[src/hdl/tsre_pkg.sv]
`default_nettype none
package tsre_pkg;

  typedef enum logic [1:0] {
    OP_FILL  = 2'd0,
    OP_ACK   = 2'd1,
    OP_TICK  = 2'd2,
    OP_EMPTY = 2'd3
  } op_t;

  typedef enum logic [1:0] {
    KIND_STATUS = 2'd0,
    KIND_NEW    = 2'd1,
    KIND_RETX   = 2'd2,
    KIND_EMPTY  = 2'd3
  } kind_t;

  typedef enum logic [1:0] {
    REG_ISN     = 2'd0,
    REG_TIMEOUT = 2'd1,
    REG_MSS     = 2'd2
  } reg_idx_t;

  typedef struct packed {
    logic [1:0]  opcode;
    logic [31:0] ack_number;
    logic [15:0] adv_window;
    logic [15:0] elapsed_ms;
    logic [15:0] bytes_buffered;
    logic        input_ended;
  } item_t;

  typedef struct packed {
    logic [1:0]  kind;
    logic [31:0] seqno;
    logic [10:0] payload_len;
    logic        syn;
    logic        fin;
    logic        ack_ok;
    logic [16:0] in_flight;
    logic [7:0]  retx_count;
    logic        last;
  } result_t;

  typedef enum logic [3:0] {
    ST_IDLE,
    ST_DISPATCH,
    ST_ACK_RD,
    ST_ACK_WAIT,
    ST_ACK_CHK,
    ST_FILL,
    ST_FILL_EMIT,
    ST_TICK,
    ST_TICK_RD,
    ST_TICK_WAIT,
    ST_TICK_EMIT,
    ST_STATUS
  } state_t;

  localparam int RoomLimit = 63;
  localparam logic [31:0] TimeoutMax = 32'hFFFF_FFFF;

endpackage
`default_nettype wire

[src/hdl/tsre_front.sv]
`default_nettype none
// Input queue: two-entry FIFO between the event port and the engine.
module tsre_front
  import tsre_pkg::*;
(
  input  wire logic  clk,
  input  wire logic  rst,
  input  wire logic  in_valid,
  output logic       in_ready,
  input  wire item_t in_data,
  output logic       q_valid,
  input  wire logic  q_pop,
  output item_t      q_data
);
  item_t      slot [2];
  logic       wptr, rptr;
  logic [1:0] cnt;
  logic       push;

  assign in_ready = cnt != 2'd2;
  assign push     = in_valid && in_ready;
  assign q_valid  = cnt != 2'd0;
  assign q_data   = slot[rptr];

  always_ff @(posedge clk) begin
    if (push) slot[wptr] <= in_data;
    if (rst) begin
      wptr <= 1'b0;
      rptr <= 1'b0;
      cnt  <= 2'd0;
    end else begin
      if (push) wptr <= ~wptr;
      if (q_pop && q_valid) rptr <= ~rptr;
      cnt <= cnt + 2'(push) - 2'(q_pop && q_valid);
    end
  end
endmodule
`default_nettype wire

[config.mk]
export PLATFORM = sky130hd
export DESIGN_NAME = tsre_front
export DESIGN_NICKNAME = d
export VERILOG_FILES = /design/src/hdl/tsre_pkg.sv /design/src/hdl/tsre_front.sv
export SDC_FILE = /design/constraint.sdc
export NUM_CORES = 1
export LEC_CHECK = 0
export BUFFER_PORTS_ARGS = -buffer_cell sky130_fd_sc_hd__buf_4
export CORE_ASPECT_RATIO = 0.6
export CORE_MARGIN = 5
export CORE_UTILIZATION = 47
export CTS_CLUSTER_SIZE = 28
export DETAILED_ROUTE_END_ITERATION = 8
export GPL_ROUTABILITY_DRIVEN = 0
export PLACE_DENSITY = 0.72
export SLEW_MARGIN = 40
export SYNTH_ARGS = -nofsm -noshare
export SYNTH_HDL_FRONTEND = slang
export SYNTH_SLANG_ARGS = --single-unit
[constraint.sdc]
create_clock -name clk -period 4.4 [get_ports clk]
set_input_delay 0.22 -clock clk [delete_from_list [all_inputs] [get_ports clk]]
set_output_delay 0.22 -clock clk [all_outputs]
set_load 0.01 [all_outputs]
==> results_dict.tcl <==
set metrics [dict create \
    status "finished clean" \
    rows 33 \
    drv_cap 0 \
    cp_data_arrival_time_ns 2.30 \
    power-per-cell-area_nw_per_um2 537 \
    synth_fp_nets 371 \
    ys_seq_elements 171 \
    n_antenna_cell 0 \
    grt_start_max_net_pins 52 \
    finalSetupViolCount 0 \
    synth_ff_type "edfxtp_1" \
    yosysTopAreaCellShare_pct 75.9 \
    hold_class "primary input to flop" \
    cp-start-kind "flop" \
    synth.top_cells.by_area "edfxtp_1, mux2_4, mux2_2" \
    clock-root-buffer "clkbuf_16" \
    hold_viol_final 0 \
    max_slew_margin_pct 52.8 \
    via_count 3524 \
    die_h_um 102 \
    worstReg2RegEnd "slot[0][3]" \
    cts-buffers-inserted 17 \
    syn-cell-area_um2 6570 \
    grt-ovfl-total 0 \
    finalNetCount 642 \
    fmax_mhz 397 \
    r2r_cells 5 \
    clockBufferDepth 2 \
    regArea_um2 5090 \
    drt_iter0_drc 155 \
    r2r-start "cnt[0]" \
    static-leakage-power_nw 3.72 \
    tns_ns 0 \
    syn_area_per_cell_um2 23.3 \
    rsz0062_at_grt "false" \
    ant_nets 0 \
    drc 0 \
    cts_resized 0 \
    worstSkewPairLatency_ns 0.41 \
    htreeDepth 4 \
    slew_violations 0 \
    ff2ff_setup_slack_ns 2.37 \
    post_drt_wl_per_cell_um 17.7 \
    required_ns 4.18 \
    portBuffers 171 \
    path_max_fanout 40 \
    clkTransAtPathRegs_ns 0.06 \
    antenna_found_initial 0 \
    synth_common_cells "edfxtp_1, mux2_4, mux2_2, buf_12" \
    yosysWarningCount 0 \
    io_pins 172 \
    cts.sinks 171 \
    viasPerCell 4.66 \
    finClkSkew_ns 0.00826 \
    finalCritPeriodShare_pct 57.2 \
    async_flop_share_pct 0 \
    min_period_ns 2.52 \
    die_w_um 163 \
    fin_util_pct 69.6 \
    wirelength_mm 13.4 \
    postSynthCellCount 282 \
    drive_gt1_share_pct 52.2 \
    track_usage_pct 16.3 \
    synth_top_area_cell "edfxtp_1" \
    setup.worst_path.class "flop to output port" \
    grt_pass1_vias 3756 \
    worst_pin_slew_ns 0.709 \
    vdd_drop_max_mv 0.302 \
    post-dp-hpwl_mm 8.64 \
    cts_tree "done" \
    fp.coreArea_um2 13700 \
    power_w 0.00511 \
    multi_input_area_um2 1340 \
    grt_pass1_wl_mm 20.1 \
    min-delay-start "q_pop" \
    die_area_um2 16500 \
    critPathCaptureType "output port" \
    area_growth_pct 44.9 \
    yosysMostFrequentCell "edfxtp_1" \
    ys_seq_area_share_pct 77.4 \
    whs_path_depth 4 \
    fillerInstances 867 \
    drt_pass1_iterations 4 \
    initial_utilization_pct 48.1 \
    synth_edf_count 166 \
    synth.distinct_cells 18 \
]
==> area by class of cell <==
cell class / count / share of cell area, %
Inverter: 1 / 0.0394
Multi-Input combinational cell: 101 / 14.0
Clock buffer: 18 / 4.51
Timing Repair Buffer: 261 / 23.4
Tap cell: 192 / 2.52
Sequential cell: 171 / 53.5
Clock inverter: 13 / 2.00
==> worst max-delay path by stage <==
| stage | endpoint | slack, ns | cells after the start |
|---|---|---|---|
| after CTS | q_data[23] | 1.82 | 3 |
| after floorplan | slot[0][0] | 1.21 | 3 |
| final | q_data[23] | 1.88 | 3 |
| after global placement | slot[0][11] | 2.27 | 4 |
| after detailed placement | q_data[28] | 2.29 | 3 |
| after global routing | q_data[23] | 1.77 | 3 |
==> critical path, cell delays in order (launching register included) <==
cell and delay (ns):
dfxtp_4 0.82, buf_4 0.54, mux2_4 0.36, buf_4 0.15
==> cell families (layout without fill, tap and decap cells) <==
group / count (synthesis) / in the layout / synth area share [%]
compound gates: 1 / 1 / 0.114
mux: 84 / 84 / 18.4
fa+ha+maj: 2 / 2 / 0.381
simple gates: 11 / 11 / 0.857
buf+inv: 10 / 293 / 2.44
flops: 171 / 171 / 77.4
xor+xnor: 3 / 3 / 0.400
==> sequential cells by signal, indices dropped and copies added, names as in the netlist, named ones only <==
signal	count
cnt	2
wptr	1
slot	166
rptr	1
==> report_power, final <==
group          leakage [nW]  internal [W]  switching [W]
Sequential             1.59       0.00205       0.000117
Combinational          1.84      0.000806       0.000579
Clock                 0.291      0.000954       0.000610
Total                  3.72       0.00380        0.00131
==> cell usage in the layout (no fill, tap or decap), drive strengths merged <==
master,synthesis,layout
nand2,1,1
clkinvlp,0,3
nand2b,1,1
nor2,5,5
mux2,84,84
clkbuf,0,18
xor2,1,1
or2,1,1
clkinv,0,2
dlygate4sd3,0,84
o21a,1,1
xnor2,2,2
edfxtp,166,166
buf,9,177
inv,1,5
nor2b,2,2
dfxtp,5,5
and3,1,1
ha,2,2
bufinv,0,4
==> routing by layer <==
layer | track usage, % | up-vias | routed length, um
met3 | 6.06 | 13 | 1120
met4 | 5.03 | 0 | 155
met1 | 21.5 | 1716 | 5930
met2 | 25.6 | 142 | 6210
met5 | 0 | - | 0
li1 | - | 1653 | -
==> repair_timing <==
action,in CTS,in global routing
setup buffers,0,0
setup endpoints to repair,0,0
hold endpoints to repair,170,0
hold buffers,84,0
==> through the flow <==
step | cell area, um2 | worst slack, ns | instances | hold WS [ns]
after CTS | 9520 | 1.82 | 757 | 0.233
after global routing | 9520 | 1.77 | 757 | 0.246
after detailed placement | 8060 | 2.29 | 642 | 0.408
final | 9520 | 1.88 | 757 | 0.255
after global placement | 7990 | 2.27 | 639 | 0.405
after floorplan | 6570 | 1.21 | 282 | 0.292
No activity file was read; power rests on OpenSTA's default activity.
